File: config.mk
export PLATFORM = sky130hd
export DESIGN_NAME = frame_deframer_crc16_check
export DESIGN_NICKNAME = d
export VERILOG_FILES = /design/src/fdc_pkg.sv /design/src/fdc_core.sv /design/src/fdc_out_queue.sv /design/src/frame_deframer_crc16_check.sv
export SDC_FILE = /design/constraint.sdc
export NUM_CORES = 1
export LEC_CHECK = 0
export BUFFER_PORTS_ARGS = -buffer_cell sky130_fd_sc_hd__buf_4
export CAP_MARGIN = 30
export CORE_MARGIN = 8
export CORE_UTILIZATION = 30
export DETAILED_ROUTE_END_ITERATION = 10
export PLACE_DENSITY_LB_ADDON = 0.05
export SETUP_SLACK_MARGIN = 0.1
export SLEW_MARGIN = 20
export SYNTH_ARGS = -nofsm -noshare
export SYNTH_HDL_FRONTEND = slang
export SYNTH_SLANG_ARGS = --single-unit
File: constraint.sdc
create_clock -name clk -period 6.3 [get_ports clk]
set_clock_uncertainty 0.15 [all_clocks]
set_input_delay 0.945 -clock clk [delete_from_list [all_inputs] [get_ports clk]]
set_output_delay 0.945 -clock clk [all_outputs]
set_load 0.01 [all_outputs]
File: src/fdc_pkg.sv
// shared types, constants and crc helper for the frame deframer with crc-16 check
package fdc_pkg;

    localparam logic [7:0]  START_MARK = 8'hFE;
    localparam logic [7:0]  END_MARK   = 8'hFD;
    localparam logic [15:0] CRC_INIT   = 16'hFFFF;
    localparam logic [15:0] CRC_POLY   = 16'hA001;
    localparam logic [7:0]  INDEX_MAX  = 8'hFF;
    localparam logic [7:0]  CRC_SKIP   = 8'd3;

    localparam logic KIND_DATA   = 1'b0;
    localparam logic KIND_STATUS = 1'b1;

    localparam int Q_DEPTH = 4;
    localparam int Q_PTR_W = $clog2(Q_DEPTH);
    localparam int Q_CNT_W = $clog2(Q_DEPTH + 1);

    typedef enum logic [3:0] {
        PH_IDLE   = 4'b0001,
        PH_CRC_LO = 4'b0010,
        PH_LEN    = 4'b0100,
        PH_DATA   = 4'b1000
    } phase_t;

    typedef struct packed {
        logic        kind;
        logic [7:0]  data_byte;
        logic [7:0]  data_index;
        logic        crc_ok;
        logic        for_master;
        logic [15:0] frame_crc;
        logic        last;
    } result_t;

    typedef struct packed {
        logic    push0;
        logic    push1;
        result_t r0;
        result_t r1;
    } push_t;

    // byte-wide crc-16/modbus update, reflected
    function automatic logic [15:0] crc_feed(input logic [15:0] crc_in, input logic [7:0] b);
        logic [15:0] c;
        c = crc_in ^ {8'h00, b};
        for (int k = 0; k < 8; k++)
        begin
            if (c[0])
            begin
                c = (c >> 1) ^ CRC_POLY;
            end
            else
            begin
                c = c >> 1;
            end
        end
        return c;
    endfunction

endpackage

File: src/fdc_core.sv
// input register, frame parser and crc state; produces up to two results per beat
module fdc_core
    import fdc_pkg::*;
(
    input  logic                 clk,
    input  logic                 rst_n,
    input  logic                 in_valid,
    output logic                 in_ready,
    input  logic [7:0]           rx_byte,
    input  logic [Q_CNT_W-1:0]   room,
    output push_t                push
);

    logic        in_valid_reg;
    logic [7:0]  in_byte_reg;

    logic        start_armed_reg, start_armed_next;
    logic        end_armed_reg, end_armed_next;
    logic        expect_hi_reg, expect_hi_next;
    phase_t      phase_reg, phase_next;
    logic [7:0]  crc_hi_reg, crc_hi_next;
    logic [15:0] header_crc_reg, header_crc_next;
    logic [15:0] run_crc_reg, run_crc_next;
    logic [7:0]  dly_reg [3];
    logic [7:0]  dly_next [3];
    logic [7:0]  first_byte_reg, first_byte_next;
    logic [7:0]  count_reg, count_next;

    logic        data_en;
    logic        status_en;
    logic        crc_ok;
    logic [1:0]  n_res;
    logic        fire;
    logic [15:0] crc_fed;
    result_t     data_res;
    result_t     status_res;

    assign crc_fed = crc_feed(run_crc_reg, dly_reg[2]);

    always_comb
    begin
        start_armed_next = start_armed_reg;
        end_armed_next   = end_armed_reg;
        expect_hi_next   = expect_hi_reg;
        phase_next       = phase_reg;
        crc_hi_next      = crc_hi_reg;
        header_crc_next  = header_crc_reg;
        run_crc_next     = run_crc_reg;
        dly_next         = dly_reg;
        first_byte_next  = first_byte_reg;
        count_next       = count_reg;
        data_en          = 1'b0;
        status_en        = 1'b0;
        crc_ok           = 1'b0;

        if (in_byte_reg == START_MARK)
        begin
            if (!start_armed_reg)
            begin
                start_armed_next = 1'b1;
            end
            else
            begin
                start_armed_next = 1'b0;
                expect_hi_next   = 1'b1;
                phase_next       = PH_IDLE;
                first_byte_next  = 8'h00;
                run_crc_next     = CRC_INIT;
                dly_next         = '{8'h00, 8'h00, 8'h00};
                count_next       = 8'h00;
            end
        end
        else if (expect_hi_reg)
        begin
            crc_hi_next    = in_byte_reg;
            expect_hi_next = 1'b0;
            phase_next     = PH_CRC_LO;
        end
        else
        begin
            unique case (phase_reg)
                PH_CRC_LO:
                begin
                    header_crc_next = {crc_hi_reg, in_byte_reg};
                    phase_next      = PH_LEN;
                end
                PH_LEN:
                begin
                    phase_next = PH_DATA;
                end
                PH_DATA:
                begin
                    data_en = 1'b1;
                    if (count_reg == 8'h00)
                    begin
                        first_byte_next = in_byte_reg;
                    end
                    // crc lags three bytes behind the payload
                    if (count_reg >= CRC_SKIP)
                    begin
                        run_crc_next = crc_fed;
                    end
                    dly_next[2] = dly_reg[1];
                    dly_next[1] = dly_reg[0];
                    dly_next[0] = in_byte_reg;
                    if (count_reg != INDEX_MAX)
                    begin
                        count_next = count_reg + 8'd1;
                    end
                end
                default:
                begin
                end
            endcase
        end

        if (in_byte_reg == END_MARK)
        begin
            if (!end_armed_reg)
            begin
                end_armed_next = 1'b1;
            end
            else
            begin
                end_armed_next = 1'b0;
                status_en      = 1'b1;
                crc_ok         = (run_crc_next == header_crc_next);
                phase_next     = PH_IDLE;
                run_crc_next   = CRC_INIT;
                dly_next       = '{8'h00, 8'h00, 8'h00};
                count_next     = 8'h00;
            end
        end
    end

    always_comb
    begin
        data_res              = '0;
        data_res.kind         = KIND_DATA;
        data_res.data_byte    = in_byte_reg;
        data_res.data_index   = count_reg;
        data_res.last         = !status_en;

        status_res            = '0;
        status_res.kind       = KIND_STATUS;
        status_res.crc_ok     = crc_ok;
        status_res.for_master = crc_ok && (first_byte_next == 8'h00);
        status_res.frame_crc  = header_crc_next;
        status_res.last       = 1'b1;
    end

    assign n_res    = {1'b0, data_en} + {1'b0, status_en};
    assign fire     = in_valid_reg && (room >= {{(Q_CNT_W-2){1'b0}}, n_res});
    assign in_ready = !in_valid_reg || fire;

    always_comb
    begin
        push.push0 = fire && (data_en || status_en);
        push.push1 = fire && data_en && status_en;
        push.r0    = data_en ? data_res : status_res;
        push.r1    = status_res;
    end

    always_ff @(posedge clk or negedge rst_n)
    begin
        if (!rst_n)
        begin
            in_valid_reg <= 1'b0;
        end
        else if (in_ready)
        begin
            in_valid_reg <= in_valid;
        end
    end

    always_ff @(posedge clk)
    begin
        if (in_ready && in_valid)
        begin
            in_byte_reg <= rx_byte;
        end
    end

    always_ff @(posedge clk or negedge rst_n)
    begin
        if (!rst_n)
        begin
            start_armed_reg <= 1'b0;
            end_armed_reg   <= 1'b0;
            expect_hi_reg   <= 1'b0;
            phase_reg       <= PH_IDLE;
            crc_hi_reg      <= 8'h00;
            header_crc_reg  <= 16'h0000;
            run_crc_reg     <= CRC_INIT;
            dly_reg         <= '{8'h00, 8'h00, 8'h00};
            first_byte_reg  <= 8'h00;
            count_reg       <= 8'h00;
        end
        else if (fire)
        begin
            start_armed_reg <= start_armed_next;
            end_armed_reg   <= end_armed_next;
            expect_hi_reg   <= expect_hi_next;
            phase_reg       <= phase_next;
            crc_hi_reg      <= crc_hi_next;
            header_crc_reg  <= header_crc_next;
            run_crc_reg     <= run_crc_next;
            dly_reg         <= dly_next;
            first_byte_reg  <= first_byte_next;
            count_reg       <= count_next;
        end
    end

    a_status_to_idle: assert property (@(posedge clk) disable iff (!rst_n)
        fire && status_en |=> phase_reg == PH_IDLE && count_reg == 8'h00)
        else $error("frame end did not return parser to idle");

    a_pair_order: assert property (@(posedge clk) disable iff (!rst_n)
        push.push1 |-> push.r0.kind == KIND_DATA && !push.r0.last
                       && push.r1.kind == KIND_STATUS && push.r1.last)
        else $error("two-result beat out of order");

    a_no_overrun: assert property (@(posedge clk) disable iff (!rst_n)
        push.push1 |-> room >= Q_CNT_W'(2))
        else $error("pushed two results without room");

endmodule

File: src/fdc_out_queue.sv
// small result queue: takes up to two results per cycle, hands out one while out_ready is high
module fdc_out_queue
    import fdc_pkg::*;
(
    input  logic               clk,
    input  logic               rst_n,
    input  push_t              push,
    output logic [Q_CNT_W-1:0] room,
    output logic               out_valid,
    input  logic               out_ready,
    output result_t            head
);

    result_t             mem [Q_DEPTH];
    logic [Q_PTR_W-1:0]  wr_ptr_reg, wr_ptr_next;
    logic [Q_PTR_W-1:0]  rd_ptr_reg, rd_ptr_next;
    logic [Q_CNT_W-1:0]  count_reg, count_next;
    logic [Q_CNT_W-1:0]  n_push;
    logic                pop;

    assign out_valid = (count_reg != '0);
    assign pop       = out_valid && out_ready;
    assign head      = mem[rd_ptr_reg];
    assign room      = Q_CNT_W'(Q_DEPTH) - count_reg;
    assign n_push    = Q_CNT_W'(push.push0) + Q_CNT_W'(push.push1);

    always_comb
    begin
        wr_ptr_next = wr_ptr_reg + n_push[Q_PTR_W-1:0];
        rd_ptr_next = rd_ptr_reg + Q_PTR_W'(pop);
        count_next  = count_reg + n_push - Q_CNT_W'(pop);
    end

    always_ff @(posedge clk)
    begin
        if (push.push0) begin
            mem[wr_ptr_reg] <= push.r0;
        end
        if (push.push1) begin
            mem[wr_ptr_reg + Q_PTR_W'(1)] <= push.r1;
        end
    end

    always_ff @(posedge clk or negedge rst_n)
    begin
        if (!rst_n) begin
            wr_ptr_reg <= '0;
            rd_ptr_reg <= '0;
            count_reg  <= '0;
        end else begin
            wr_ptr_reg <= wr_ptr_next;
            rd_ptr_reg <= rd_ptr_next;
            count_reg  <= count_next;
        end
    end

    a_count_bound: assert property (@(posedge clk) disable iff (!rst_n)
        count_reg <= Q_CNT_W'(Q_DEPTH))
        else $error("result queue overflow");

    a_ptr_track: assert property (@(posedge clk) disable iff (!rst_n)
        Q_PTR_W'(wr_ptr_reg - rd_ptr_reg) == count_reg[Q_PTR_W-1:0])
        else $error("queue pointers disagree with count");

    a_push_shows: assert property (@(posedge clk) disable iff (!rst_n)
        push.push0 |=> out_valid)
        else $error("pushed result not visible");

endmodule

File: src/frame_deframer_crc16_check.sv
// top level: frame receiver with crc-16/modbus status
//
//  channel | signals                       | dir | content
//  --------+-------------------------------+-----+-------------------------------
//  in      | in_valid in_ready rx_byte     | in  | one link byte per beat
//  out     | out_valid out_ready kind ...  | out | stored byte or frame end status
//
// one input beat per cycle while the output drains; an accepted byte is registered in the core
// and its results are written into the queue before the output can accept the first of them
// a beat that closes a frame in the data phase yields two results, the byte and the status;
// the four-entry result queue takes the extra result without stalling input
// reset clears parser state, crc and queue; no clearing pass is needed
// out_ready low fills the queue, then in_ready drops until room returns
module frame_deframer_crc16_check
    import fdc_pkg::*;
(
    input  logic        clk,
    input  logic        rst_n,
    input  logic        in_valid,
    output logic        in_ready,
    input  logic [7:0]  rx_byte,
    output logic        out_valid,
    input  logic        out_ready,
    output logic        kind,
    output logic [7:0]  data_byte,
    output logic [7:0]  data_index,
    output logic        crc_ok,
    output logic        for_master,
    output logic [15:0] frame_crc,
    output logic        last
);

    push_t              push;
    logic [Q_CNT_W-1:0] room;
    result_t            head;

    fdc_core u_core (
        .clk      (clk),
        .rst_n    (rst_n),
        .in_valid (in_valid),
        .in_ready (in_ready),
        .rx_byte  (rx_byte),
        .room     (room),
        .push     (push)
    );

    fdc_out_queue u_queue (
        .clk       (clk),
        .rst_n     (rst_n),
        .push      (push),
        .room      (room),
        .out_valid (out_valid),
        .out_ready (out_ready),
        .head      (head)
    );

    assign kind       = head.kind;
    assign data_byte  = head.data_byte;
    assign data_index = head.data_index;
    assign crc_ok     = head.crc_ok;
    assign for_master = head.for_master;
    assign frame_crc  = head.frame_crc;
    assign last       = head.last;

endmodule

==> results.toml <==
[outcome]
run_status = "finished, final reports clean"

[clocking]
post_cts_clock_slew_at_the_launch_and_capture_registers_of_the_worst_setup_and_hold_paths_ns = 0.06
cts.repair.resized = 0
cts_setup_buffers = 0
clock_sinks = 247
cts_buffer_depth = 3
root_buffer = "clkbuf_16"
cts-htree-levels = 1
worst_skew_pair.late_latency_ns = 0.56
hold_buffers_post_cts = 0
tritoncts = "yes"
tritoncts.num_buffers = 31

[finish]
layout.cells.non_filler = 1693
layout.cells.most_common = "nor2_1"
post_route_cells_drive_above_1_share = 0.190
number_of_nets_at_the_end_of_the_flow = 1179
layout_common_cells = "nor2_1, a21oi_1, nand2_1"
largest_register_ff_count = 144
area.growth.synth_to_final_pct = 17.9
antenna_cells = 0

[worst_setup_path]
timing.critical_path.from = "u_core.phase_reg[2]"
worstSetupPathDepth = 19
worst_r2r_endpoint = "u_queue.count_reg[2]"
crit_path_top_delay_cell = "or4b_4"
timing.reg2reg.setup_slack_ns = 1.01
timing.setup.critical_path_class = "flip-flop to flip-flop"
worst_path_dominant_cell_family = "simple AND/OR/NAND/NOR gates"
crit_reg_reg_startpoint = "u_core.phase_reg[2]"
path_max_fanout = 24
endpoint_kind = "flip-flop"
crit_path_frequent_cell = "ha_1"
cp_cell_sequence = "or4b_4 -> or2_0 -> nor2_2 -> buf_4 -> inv_1 -> ha_1 -> ha_1 -> nand2b_1 -> a211o_1 -> nand3_1 -> nor2_2 -> nand2_1 -> inv_1 -> ha_1 -> ha_1 -> inv_1 -> fa_1 -> xnor2_1 -> xnor2_1"
worst_path_buffer_plus_inverter_count = 4
crit_path_max_incr_delay_ns = 0.59
timing.critical_path.to = "u_queue.count_reg[2]"
cp-start-kind = "flip-flop"
required_ns = 6.63
ff2ff_path_depth = 19
critical_path_arrival_ns = 5.63

[grt]
grt_max_degree = 62
antenna_found_initial = 0
grt_usage = 0.155
wire_length_of_the_first_global_routing_pass_um = 54200
grt_pass1_vias = 8544
overflow = 0

[power_and_ir_drop]
vdd_drop_max_uv = 371
pwr-share-clk = 0.223
power-per-cell-area_nw_per_um2 = 592
portion_of_total_power_attributed_to_sequential_cells = 0.321
p_switching_mw = 3.20
cellLeakagePower_nw = 5.42
fin_total_pwr_mw = 8.09
netSwitchingFraction = 0.396
power_frac_comb = 0.456
cell_internal_pwr_mw = 4.89

[timing]
timing_hold_violations_final = 0
worst_slew_margin_rel = 0.319
setup_viol = 0
timing.final.crit_share = 0.840
max_freq_ghz = 0.189
setup_repair_after_global_routing_missed_its_margin = "no"
worst-slew-pin-transition_ns = 1.02
final.min_clock_period_ns = 5.29
slew_violations = 0
final.hold.worst_slack_ns = 0.294
final.setup.tns_ns = 0
setup_ws_ns = 1.01

[drt]
routed_wire_length_per_instance_um = 20.6
dr_total_vias = 8311
final_antenna_net_count = 0
dr.pass1.iters = 4
totalWireLength_um = 34800
drt_iter0_markers = 427
drc_errors = 0
route.detailed.vias_per_inst = 4.91

[placement]
placed_cells = 1634
detailed_place_hpwl_um = 23200
dpl_worst_slack_ns = 1.03
gp_routability_congestion = 0.764
numPortBuffers = 49

[synthesis]
syn_nets = 1130
synth.lib_cells_used.distinct = 72
synthArstFlopShare = 0.385
mappedNetlistArea_um2 = 11600
synth.area.top_cells = "edfxtp_1, dfrtp_1, dfxtp_1"
synth-seq-cells = 247
seq_area_frac_synth = 0.539
postSynthCellCount = 1102
yosysWarnings = 0
synth_top_area_share = 0.207
post_synth.cell_area_avg_um2 = 10.5
yosysTopAreaCell = "edfxtp_1"
prevailing_post_synth_register_cell = "edfxtp_1"
number_of_flops_mapped_to_enable_cells_by_yosys = 80

[worst_hold_path]
worst_hold_path_type = "flip-flop to flip-flop"

[floorplan]
placementRows = 72
die-width_um = 213
design.die.area_um2 = 45200
top_level_ports = 50
die-height_um = 213
design.core.area_um2 = 38400
initial_util = 0.302

[job]
cap_violations = 0
## power groups by stage
stage / registers, mW / logic, mW / clock network, mW
finish: 2.59 / 3.69 / 1.81
global route: 2.66 / 4.08 / 1.93
CTS: 2.60 / 3.76 / 1.85
detailed placement: 2.63 / 3.74 / 0
global placement: 2.63 / 3.73 / 0
floorplan: 2.45 / 2.65 / 0
## layout make-up
type                    instances  area [um^2]
fillers                      3943        24700
flip-flops and latches        247         6240
repair buffers                 83          634
well taps                     518          648
multi-input cells             767         5020
clock inverters                 6         77.6
clock buffers                  51          962
inverters                      21         78.8
## through the flow
stage	cell area [um^2]	util
floorplan	11600	-
global placement	12600	0.328
detailed placement	12600	0.328
CTS	13600	0.355
global route	13700	0.356
finish	13700	0.356
## cells in the mapped netlist (3+ instances only)
cell,count
nor2_1,254
a21oi_1,108
nand2_1,84
edfxtp_1,80
dfrtp_1,78
dfxtp_1,72
clkbuf_1,55
mux4_2,36
xnor2_1,27
o21ai_0,24
inv_1,21
mux2_2,20
nand3_1,18
dfstp_2,17
ha_1,15
and2_1,11
nand4_1,11
a211o_1,10
a22o_1,9
o22ai_1,9
and3_1,8
mux2i_1,8
nor3_1,8
nor4_1,8
buf_2,7
nand2b_1,7
nor3b_1,6
a31oi_1,5
nand4b_1,5
o211ai_1,5
xor2_1,5
a22oi_1,4
a311o_1,4
buf_1,4
nor4b_2,4
a211oi_1,3
nand3b_1,3
o22a_1,3
xnor3_1,3
## per-layer routing
| layer | global-route usage | up-vias | part of all wire |
|---|---|---|---|
| met5 | 0 | - | 0 |
| li1 | - | 4022 | - |
| met2 | 0.247 | 118 | 0.46 |
| met3 | 0.0223 | 41 | 0.031 |
| met4 | 0.0293 | 0 | 0.017 |
| met1 | 0.224 | 4130 | 0.50 |
## kinds of logic (layout without fill, tap and decap cells)
kind of cell / Yosys count / after routing / share of synthesized area
flip-flops: 247 / 247 / 0.539
AO/OA/AOI/OAI: 206 / 206 / 0.111
XOR/XNOR: 36 / 36 / 0.0321
AND/OR/NAND/NOR: 445 / 445 / 0.174
adder cells (fa/ha/maj): 16 / 16 / 0.0179
multiplexers: 64 / 64 / 0.0963
buffers and inverters: 88 / 161 / 0.0296
## how the worst min path moves through the flow
stage,endpoint,start,depth (start not counted),slack [ns]
3_3_place_gp,u_queue.mem[2][35],u_queue.mem[2][35],2,0.28
5_1_grt,u_queue.mem[3][35],u_queue.mem[3][35],2,0.32
2_1_floorplan,u_queue.mem[2][35],u_queue.mem[2][35],2,0.27
6_report,u_queue.mem[1][35],u_queue.mem[1][35],2,0.29
3_5_place_dp,u_queue.mem[1][35],u_queue.mem[1][35],2,0.29
4_1_cts,u_queue.mem[1][35],u_queue.mem[1][35],2,0.29
## worst reg2reg max path: stages (launching register included)
cell	delay [ns]
dfrtp_1	0.48
or4b_4	0.60
or2_0	0.41
nor2_2	0.15
buf_4	0.29
inv_1	0.13
ha_1	0.31
ha_1	0.26
nand2b_1	0.13
a211o_1	0.33
nand3_1	0.34
nor2_2	0.07
nand2_1	0.20
inv_1	0.09
ha_1	0.31
ha_1	0.15
inv_1	0.05
fa_1	0.42
xnor2_1	0.19
xnor2_1	0.14
Note: power is estimated with default switching activity, not from simulation.
